--- src/rtl/core/date_difference_days_assert.svh ---
// Assertion macros shared by the date difference RTL.
`ifndef DATE_DIFFERENCE_DAYS_ASSERT_SVH
`define DATE_DIFFERENCE_DAYS_ASSERT_SVH

`ifndef ASSERT_OFF

// Implication checked at every rising edge of clk outside reset.
`define DD_ASSERT(label, prop, msg) \
    label: assert property (@(posedge clk) disable iff (!rst_n) (prop)) else $error(msg);

// Condition that must never hold at a rising edge of clk outside reset.
`define DD_NEVER(label, cond, msg) \
    label: assert property (@(posedge clk) disable iff (!rst_n) !(cond)) else $error(msg);

`else

`define DD_ASSERT(label, prop, msg)
`define DD_NEVER(label, cond, msg)

`endif

`endif

--- src/rtl/core/ddays_pkg.sv ---
// Types, constants and calendar helper functions for the date difference block.
package ddays_pkg;

    localparam int YEAR_W  = 14;
    localparam int MONTH_W = 4;
    localparam int DAY_W   = 5;
    localparam int COUNT_W = 22;

    localparam int MAX_YEAR    = 9999;
    localparam int MONTH_FIRST = 1;
    localparam int MONTH_LAST  = 12;
    localparam int MONTH_FEB   = 2;

    // Quotients by 100 and 400 through a reciprocal multiply, exact for any 14-bit dividend.
    localparam int RECIP_W    = 14;
    localparam int PROD_W     = YEAR_W + RECIP_W;
    localparam int SHIFT_C    = 20;
    localparam int SHIFT_Q    = 22;
    localparam int Q100_W     = 8;
    localparam int Q400_W     = 6;
    localparam int LEAPS_W    = 12;
    localparam int MSTART_W   = 9;

    localparam logic [RECIP_W-1:0] RECIP_100 = RECIP_W'(((1 << SHIFT_C) + 99) / 100);
    localparam logic [RECIP_W-1:0] RECIP_400 = RECIP_W'(((1 << SHIFT_Q) + 399) / 400);

    typedef logic [YEAR_W-1:0]   year_t;
    typedef logic [MONTH_W-1:0]  month_t;
    typedef logic [DAY_W-1:0]    day_t;
    typedef logic [COUNT_W-1:0]  count_t;
    typedef logic [Q100_W-1:0]   q100_t;
    typedef logic [Q400_W-1:0]   q400_t;
    typedef logic [MSTART_W-1:0] mstart_t;

    typedef struct packed {
        year_t  year;
        month_t month;
        day_t   day;
    } date_t;

    // Quotients and year-length product for one date.
    typedef struct packed {
        date_t  date;
        count_t year_days;
        q100_t  cent_up;
        q400_t  quad_up;
        q100_t  cent_dn;
        q400_t  quad_dn;
    } yparts_t;

    function automatic year_t clamp_year(input year_t y);
        clamp_year = (y > YEAR_W'(MAX_YEAR)) ? YEAR_W'(MAX_YEAR) : y;
    endfunction

    function automatic month_t clamp_month(input month_t m);
        if (m < MONTH_W'(MONTH_FIRST))
        begin
            clamp_month = MONTH_W'(MONTH_FIRST);
        end
        else if (m > MONTH_W'(MONTH_LAST))
        begin
            clamp_month = MONTH_W'(MONTH_LAST);
        end
        else
        begin
            clamp_month = m;
        end
    endfunction

    // Days in the months before month m of a common year.
    function automatic mstart_t month_start(input month_t m);
        case (m)
            4'd1:    month_start = 9'd0;
            4'd2:    month_start = 9'd31;
            4'd3:    month_start = 9'd59;
            4'd4:    month_start = 9'd90;
            4'd5:    month_start = 9'd120;
            4'd6:    month_start = 9'd151;
            4'd7:    month_start = 9'd181;
            4'd8:    month_start = 9'd212;
            4'd9:    month_start = 9'd243;
            4'd10:   month_start = 9'd273;
            4'd11:   month_start = 9'd304;
            4'd12:   month_start = 9'd334;
            default: month_start = 9'd0;
        endcase
    endfunction

endpackage

--- src/rtl/core/date_difference_days.sv ---
// Throughput: one date pair per cycle while rsp_stall is low; each stage holds one
// transaction and moves on whenever the stage after it is empty or moving, so bubbles are squeezed out.
// The critical path is the 14 by 14 bit reciprocal multiply in the second stage.
// Reset (rst_n, asynchronous, active low) empties every stage; payload is not reset.
module date_difference_days
(
    input  logic                   clk,
    input  logic                   rst_n,
    input  logic                   req_valid,
    output logic                   req_stall,
    input  ddays_pkg::year_t       first_year,
    input  ddays_pkg::month_t      first_month,
    input  ddays_pkg::day_t        first_day,
    input  ddays_pkg::year_t       second_year,
    input  ddays_pkg::month_t      second_month,
    input  ddays_pkg::day_t        second_day,
    output logic                   rsp_valid,
    input  logic                   rsp_stall,
    output ddays_pkg::count_t      day_count,
    output logic                   order_error
);

    import ddays_pkg::*;

    // Stage valid bits, one per register stage, cleared by reset.
    logic v1_reg, v2_reg, v3_reg, v4_reg;
    logic v1_next, v2_next, v3_next, v4_next;

    // Stage enables: a stage loads when it is empty or its contents move on.
    logic en1, en2, en3, en4;

    // Stage one: saturated dates and the order comparison.
    date_t  s1_reg [2];
    date_t  s1_next [2];
    logic   late1_reg, late1_next;

    // Stage two: reciprocal quotients and the whole-year product.
    yparts_t s2_reg [2];
    yparts_t s2_next [2];
    logic    late2_reg, late2_next;

    // Stage three: day numbers counted from the start of year zero.
    count_t n3_reg [2];
    count_t n3_next [2];
    logic   late3_reg, late3_next;

    // Stage four: the result register facing the output channel.
    count_t count_reg, count_next;
    logic   err_reg, err_next;

    assign en4 = !v4_reg || !rsp_stall;
    assign en3 = !v3_reg || en4;
    assign en2 = !v2_reg || en3;
    assign en1 = !v1_reg || en2;

    assign req_stall = !en1;

    assign v1_next = en1 ? req_valid : v1_reg;
    assign v2_next = en2 ? v1_reg    : v2_reg;
    assign v3_next = en3 ? v2_reg    : v3_reg;
    assign v4_next = en4 ? v3_reg    : v4_reg;

    // Stage one: clamp out-of-range years and months, then compare the pairs in
    // year, month, day order. Concatenation makes the comparison lexicographic.
    always_comb
    begin
        s1_next[0].year  = clamp_year(first_year);
        s1_next[0].month = clamp_month(first_month);
        s1_next[0].day   = first_day;
        s1_next[1].year  = clamp_year(second_year);
        s1_next[1].month = clamp_month(second_month);
        s1_next[1].day   = second_day;
        late1_next = {s1_next[0].year, s1_next[0].month, s1_next[0].day}
                   > {s1_next[1].year, s1_next[1].month, s1_next[1].day};
    end

    // Stage two: the ceiling quotients by 100 and 400 count the century and
    // quadricentennial leap-year corrections for the years before this one; the
    // floor quotients of the year itself feed the leap test of the year.
    always_comb
    begin
        logic [PROD_W-1:0] prod_cu;
        logic [PROD_W-1:0] prod_qu;
        logic [PROD_W-1:0] prod_cd;
        logic [PROD_W-1:0] prod_qd;
        for (int i = 0; i < 2; i++)
        begin
            prod_cu = PROD_W'(s1_reg[i].year + YEAR_W'(99)) * PROD_W'(RECIP_100);
            prod_qu = PROD_W'(s1_reg[i].year + YEAR_W'(399)) * PROD_W'(RECIP_400);
            prod_cd = PROD_W'(s1_reg[i].year) * PROD_W'(RECIP_100);
            prod_qd = PROD_W'(s1_reg[i].year) * PROD_W'(RECIP_400);
            s2_next[i].date      = s1_reg[i];
            s2_next[i].year_days = COUNT_W'(s1_reg[i].year) * COUNT_W'(365);
            s2_next[i].cent_up   = prod_cu[SHIFT_C +: Q100_W];
            s2_next[i].quad_up   = prod_qu[SHIFT_Q +: Q400_W];
            s2_next[i].cent_dn   = prod_cd[SHIFT_C +: Q100_W];
            s2_next[i].quad_dn   = prod_qd[SHIFT_Q +: Q400_W];
        end
        late2_next = late1_reg;
    end

    // Stage three: whole years, leap days before the year, days before the
    // month, the extra day of February in a leap year and the day as given.
    always_comb
    begin
        logic [LEAPS_W-1:0] leaps;
        logic               is_leap;
        logic               mult4;
        logic               mult100;
        logic               mult400;
        for (int i = 0; i < 2; i++)
        begin
            leaps   = LEAPS_W'((s2_reg[i].date.year + YEAR_W'(3)) >> 2)
                    - LEAPS_W'(s2_reg[i].cent_up) + LEAPS_W'(s2_reg[i].quad_up);
            mult4   = (s2_reg[i].date.year[1:0] == 2'b00);
            mult100 = (s2_reg[i].date.year == YEAR_W'(s2_reg[i].cent_dn) * YEAR_W'(100));
            mult400 = (s2_reg[i].date.year == YEAR_W'(s2_reg[i].quad_dn) * YEAR_W'(400));
            is_leap = mult4 && (!mult100 || mult400);
            n3_next[i] = s2_reg[i].year_days + COUNT_W'(leaps)
                       + COUNT_W'(month_start(s2_reg[i].date.month))
                       + COUNT_W'(s2_reg[i].date.day)
                       + COUNT_W'(is_leap && (s2_reg[i].date.month > MONTH_W'(MONTH_FEB)));
        end
        late3_next = late2_reg;
    end

    // Stage four: the span, held at zero when the dates are out of order or
    // when unchecked day numbers make the earlier date's number the larger.
    always_comb
    begin
        if (late3_reg || (n3_reg[1] <= n3_reg[0]))
        begin
            count_next = '0;
        end
        else
        begin
            count_next = n3_reg[1] - n3_reg[0];
        end
        err_next = late3_reg;
    end

    always_ff @(posedge clk or negedge rst_n)
    begin
        if (!rst_n)
        begin
            v1_reg <= 1'b0;
            v2_reg <= 1'b0;
            v3_reg <= 1'b0;
            v4_reg <= 1'b0;
        end
        else
        begin
            v1_reg <= v1_next;
            v2_reg <= v2_next;
            v3_reg <= v3_next;
            v4_reg <= v4_next;
        end
    end

    always_ff @(posedge clk)
    begin
        if (en1)
        begin
            s1_reg    <= s1_next;
            late1_reg <= late1_next;
        end
        if (en2)
        begin
            s2_reg    <= s2_next;
            late2_reg <= late2_next;
        end
        if (en3)
        begin
            n3_reg    <= n3_next;
            late3_reg <= late3_next;
        end
        if (en4)
        begin
            count_reg <= count_next;
            err_reg   <= err_next;
        end
    end

    assign rsp_valid   = v4_reg;
    assign day_count   = count_reg;
    assign order_error = err_reg;

`include "date_difference_days_assert.svh"

    // An out-of-order pair must never report a non-zero span.
    `DD_NEVER(a_err_zero, rsp_valid && order_error && (day_count != '0), "order error with non-zero count")
    // The input side stalls only when every stage holds a transaction.
    `DD_ASSERT(a_stall_full, req_stall |-> (v1_reg && v2_reg && v3_reg && v4_reg), "stall with an empty stage")
    // An accepted transaction always lands in the first stage.
    `DD_ASSERT(a_accept_load, (req_valid && !req_stall) |=> v1_reg, "accepted transaction lost")
    // The order flag reaches the output with the transaction that raised it.
    `DD_ASSERT(a_err_follow, (v3_reg && late3_reg && en4) |=> (rsp_valid && order_error), "order flag dropped")

endmodule
--- config.mk ---
export PLATFORM = sky130hd
export DESIGN_NAME = date_difference_days
export DESIGN_NICKNAME = d
export VERILOG_FILES = /design/src/rtl/core/ddays_pkg.sv /design/src/rtl/core/date_difference_days.sv
export VERILOG_INCLUDE_DIRS = /design/src /design/src/rtl/core
export SDC_FILE = /design/constraint.sdc
export NUM_CORES = 2
export LEC_CHECK = 0
export ABC_AREA = 1
export BUFFER_PORTS_ARGS = -buffer_cell sky130_fd_sc_hd__buf_2
export CORE_MARGIN = 2
export CORE_UTILIZATION = 60
export DETAILED_ROUTE_END_ITERATION = 16
export PLACE_DENSITY = 0.77
export SLEW_MARGIN = 20
export SYNTH_ARGS = -nofsm -noshare
export SYNTH_HDL_FRONTEND = slang
export SYNTH_SLANG_ARGS = --single-unit
--- constraint.sdc ---
create_clock -name clk -period 14 [get_ports clk]
set_clock_uncertainty 0.2 [all_clocks]
set_input_delay 1.4 -clock clk [delete_from_list [all_inputs] [get_ports clk]]
set_output_delay 1.4 -clock clk [all_outputs]
set_load 0.1 [all_outputs]
; Word level (Yosys, flattened, before mapping)
; Memories as Yosys holds them, arrays and structs flattened. A register that Yosys moved wholly into a read port is not among the register bits.
; Cells that the tools add are included.
[word_totals]
ff_bits = 266
mem_count = 2
mem_bits_ro = 288
output_inout_bits = 25
word_cells = 109
[op_classes]
n_eq_ne = 4
muxes = 8
n_mul = 12
order_cmp = 10
add_sub_neg = 19
n_reduce_logical = 21
[mem_list]
columns = memory, words, word_bits, rd, rd_ports_with_merged_regs, write_ports, line_no
row1 = (name not given), 16, 9, 1, 1, 0, ddays_pkg.sv:72  ; case (m)
row2 = (name not given), 16, 9, 1, 1, 0, ddays_pkg.sv:72
[ops]
columns = cell, n
row1 = $mul A15 B13 Y27 const B, 4
row2 = $eq A14 B14 Y1, 4
row3 = $mul A14 B13 Y27 const B, 2
row4 = $add A22 B1 Y22, 2
row5 = $add A22 B12 Y22, 2
row6 = $add A22 B5 Y22, 2
row7 = $add A22 B9 Y22, 2
row8 = $mul A14 B9 Y22 const B, 2
row9 = $add A14 B7 Y15 const B, 2
row10 = $add A14 B9 Y15 const B, 2
row11 = $add A14 B2 Y14 const B, 2
row12 = $gt A14 B14 Y1 const B, 2
row13 = $mux W14, 2
row14 = $add A12 B6 Y12, 2
row15 = $mul A8 B5 Y12 const B, 2
row16 = $mux W4, 6
row17 = $sub A12 B8 Y12, 2
row18 = $gt A23 B23 Y1, 1
row19 = $le A22 B22 Y1, 1
row20 = $sub A22 B22 Y22, 1
row21 = $mul A6 B5 Y10 const B, 2
row22 = $gt A4 B2 Y1 const B, 2
row23 = $gt A4 B4 Y1 const B, 2
row24 = $logic_not A1 Y1, 8
row25 = other kinds (4), 15

; Longest topological paths before layout
[logic_depth]
word_depth = 7
depth_mapped = 32
mapped_depth_nobuf = 32

; Worst setup path before layout
; No wires, ideal clock.
[synth_timing]
path_kind = reg-to-reg
start = register s1_reg[32] (netlist name)
end = register s2_reg[98] (netlist name) (data pin)
stages_incl_launch_ff = 27
period_less_slack_ns = 6.154
path_buffers = 0
setup_ns = 0.259
setup_slack_ns = 7.846
t_required_ns = 13.541
t_arrival_ns = 5.695
path_cell_list = edfxtp_1 -> inv_1 -> ha_1 -> nor2_1 -> nand2_1 -> nand2_1 -> a21o_2 -> nand2_1 -> nor2_1 -> xor2_1 -> inv_1 -> fa_1 -> inv_1 -> ha_1 -> fa_1 -> inv_1 -> fa_1 -> fa_1 -> inv_1 -> ha_1 -> a21oi_1 -> o21ai_0 -> nand2_1 -> nand3_1 -> a21oi_1 -> nand2_1 -> xor2_1
[synth_rtl]
columns = item, line_no
row1 = from (decl), date_difference_days.sv:33  ; date_t s1_reg [2];
row2 = from (signal assigned), date_difference_days.sv:164  ; s1_reg <= s1_next;
row3 = to (signal assigned), date_difference_days.sv:169  ; s2_reg <= s2_next;
row4 = to (decl), date_difference_days.sv:38  ; yparts_t s2_reg [2];

==> metrics.md <==
| Metric | Value |
|---|---|
| Status | complete, no violations |
| RR Startpoint | s1_reg[9] |
| Netlist cell types | 63 |
| Post-CTS Setup Inserts | 0 |
| Tcrit/Tclk final | 50.3% |
| DRT antenna net count | 0 |
| Worst-Margin Slew | 1090 ps |
| Core area | 0.0762 mm² |
| Vias in the first global route | 35,612 |
| Die area | 0.0796 mm² |
| Largest net degree at the start of global routing | 79 |
| Setup crit start kind | flip-flop |
| Placement Rows | 101 |
| Worst EP arrival | 7140 ps |
| Relative slew slack | 26.3% |
| Fin nets | 6,947 |
| Ys Warns | 0 |
| CP endpoint kind | flip-flop |
| # DRC | 0 |
| Hold Buf Count CTS | 0 |
| Hold path endpoint | s2_reg[52] |
| Worst-path maximum fanout | 12 |
| Worst reg2reg endpoint | s2_reg[17] |
| Syn Nets | 6,844 |
| WL final | 113,000 µm |
| CTS tree | yes |
| Synth cell count leaders | inv_1, ha_1, nand2_1, fa_1, nor2_1 |
| Max reg flops | 130 |
| Fraction of layout cells with a size suffix above 1 | 4.40% |
| Sequential element share of the synthesized area | 16.9% |
| Post-CTS sizing | 0 |
| Num Clock Sinks | 268 |
| Root Buffer | clkbuf_16 |
| Number of H-tree levels | 2 |
| Final TNS setup | 0 ps |
| Via count | 34,897 |
| Fin. max-slew vios | 0 |
| First-pass GRT wire length | 183,000 µm |
| Worst-case reg-to-reg path depth | 26 |
| TritonCTS buffer count | 34 |
| Gr ovfl total | 0 |
| IO Pins | 75 |
| Hold path start | s1_reg[2] |
| Flop2flop setup slack | 6960 ps |
| Post-synth top area cell | ha_1 |
| Top_reg_cell synth | edfxtp_1 |
| Fraction of registers with async set/reset | 1.49% |
| Reg clk slew, reported paths | 60 ps |
| IO Port Bufs | 74 |
| Synth top area share | 24.0% |
| Number of setup violations in the final report | 0 |
| Area Overhead vs Synth | 6.10% |
| Initial Utilization | 60.9% |
| Worst EP required | 14,100 ps |
| Dpl hpwl | 98,700 µm |
| Cells after synthesis | 5,375 |
| Routed len/inst | 17.3 µm |
| Clock tree buffer depth | 3 |
| Routability cong. | 0.974 |
| Avg Synthesized Cell Area | 8.63 µm² |
| Most frequent cell after synthesis | inv_1 |
| Fin crit period | 7040 ps |
| Routed vias/inst | 5.34 |
| Die height | 282 µm |
| Mapped Area | 0.0464 mm² |
| Fin. Hold Viols | 0 |
| Top post-synthesis cells by area | ha_1, fa_1, edfxtp_1, inv_1, nand2_1 |
| Post-synth EDFFs | 246 |
| Hold Path Depth | 0 |
| Crit Path Category | flip-flop to flip-flop |
| Diode count | 0 |
| Starting DRT DRC Count | 2,255 |
| Clk Latency, worst-skew pair | 550 ps |
| Overall Global Routing Usage | 29.5% |
| Tightest Hold Check Type | flip-flop to flip-flop |
| FF+latch count, synth | 268 |
| Max Fclk | 142 MHz |
| Max-Cap Viols | 0 |
| Pre-antenna DRT Iters | 6 |
| Initial antenna violation count | 2 |
| RSZ-0062 raised after global routing | false |
| Die width | 282 µm |
[routing by layer]
layer / vias up / share of wire [%] / track usage (%)
met5: - / 0.012 / 0
met4: 2 / 3.5 / 9.74
met1: 16535 / 43 / 39.4
met3: 199 / 7.9 / 6.25
li1: 17126 / - / -
met2: 1035 / 45 / 47.9
[worst max path at each step]
stage                     depth (start not counted)  slack (ps)        from          to
final                                            26        6960   s1_reg[9]  s2_reg[17]
after global placement                           26        7260   s1_reg[9]  s2_reg[17]
after global routing                             23        6480  s1_reg[32]  s2_reg[92]
after detailed placement                         26        7060   s1_reg[9]  s2_reg[17]
after CTS                                        26        7030   s1_reg[9]  s2_reg[17]
after floorplan                                  26        7850  s1_reg[32]  s2_reg[98]
[kinds of logic (layout without fill, tap and decap cells)]
family	count (synthesis)	count (layout)	synth area share (%)
AO/OA/AOI/OAI	521	521	6.66
XOR/XNOR	203	203	3.86
adder cells (fa/ha/maj)	1419	1419	46.8
buffers and inverters	1395	1524	11.3
flip-flops	268	268	16.9
AND/OR/NAND/NOR	1569	1569	14.4
[per-stage QoR]
step	hold slack, ps	cell area [µm²]	util, %	cells	worst slack, ps
final	215	49200	64.6	6534	6960
after global placement	202	48100	63.1	6472	7260
after global routing	233	49200	64.6	6534	6480
after floorplan	200	46400	-	5375	7850
after CTS	215	49200	64.6	6534	7030
after detailed placement	206	48100	63.1	6472	7060
[worst max-delay path, stage by stage (launching register included)]
cell and delay, ps:
edfxtp_1 690, inv_1 350, ha_1 410, inv_2 120, a21boi_2 70, nor2_2 140, nand2_1 70, nand2_1 90
nand2_1 100, a21oi_1 180, xor2_1 500, inv_1 290, ha_1 400, fa_1 520, inv_1 50, fa_1 490
inv_1 50, fa_1 460, fa_1 490, ha_1 340, a21o_1 180, a31oi_1 120, nand2_1 60, a21boi_0 200
nand2_1 80, nand2_1 60, nand2_1 50
[cell type report]
class | instances | area [µm²]
clock inverter | 24 | 285
tap | 1030 | 1290
clock buffer | 38 | 897
multi-input combinational | 3712 | 33300
sequential | 268 | 7850
inverter | 1382 | 5190
fill | 6350 | 27000
timing repair buffer | 80 | 415
[placed cells by master (no fill, tap or decap), drive strengths merged, types with 4 or more instances in the layout]
cell type / n
o21ai: 140
o21bai: 35
nand3b: 6
dfrtp: 4
fa: 529
a21boi: 21
clkbuf: 38
nand3: 198
nand4: 69
edfxtp: 246
ha: 890
xnor2: 50
a21oi: 241
inv: 1389
nor4: 8
o31ai: 5
o211ai: 11
a31oi: 12
clkinv: 10
dfxtp: 18
nor2: 338
a21o: 41
nand2: 871
nor3: 51
xor2: 153
buf: 80
o21a: 7
or2: 20
bufinv: 4
Power is not shown: default switching activity piles up to over one toggle a cycle in this logic, so the estimate is an artifact.
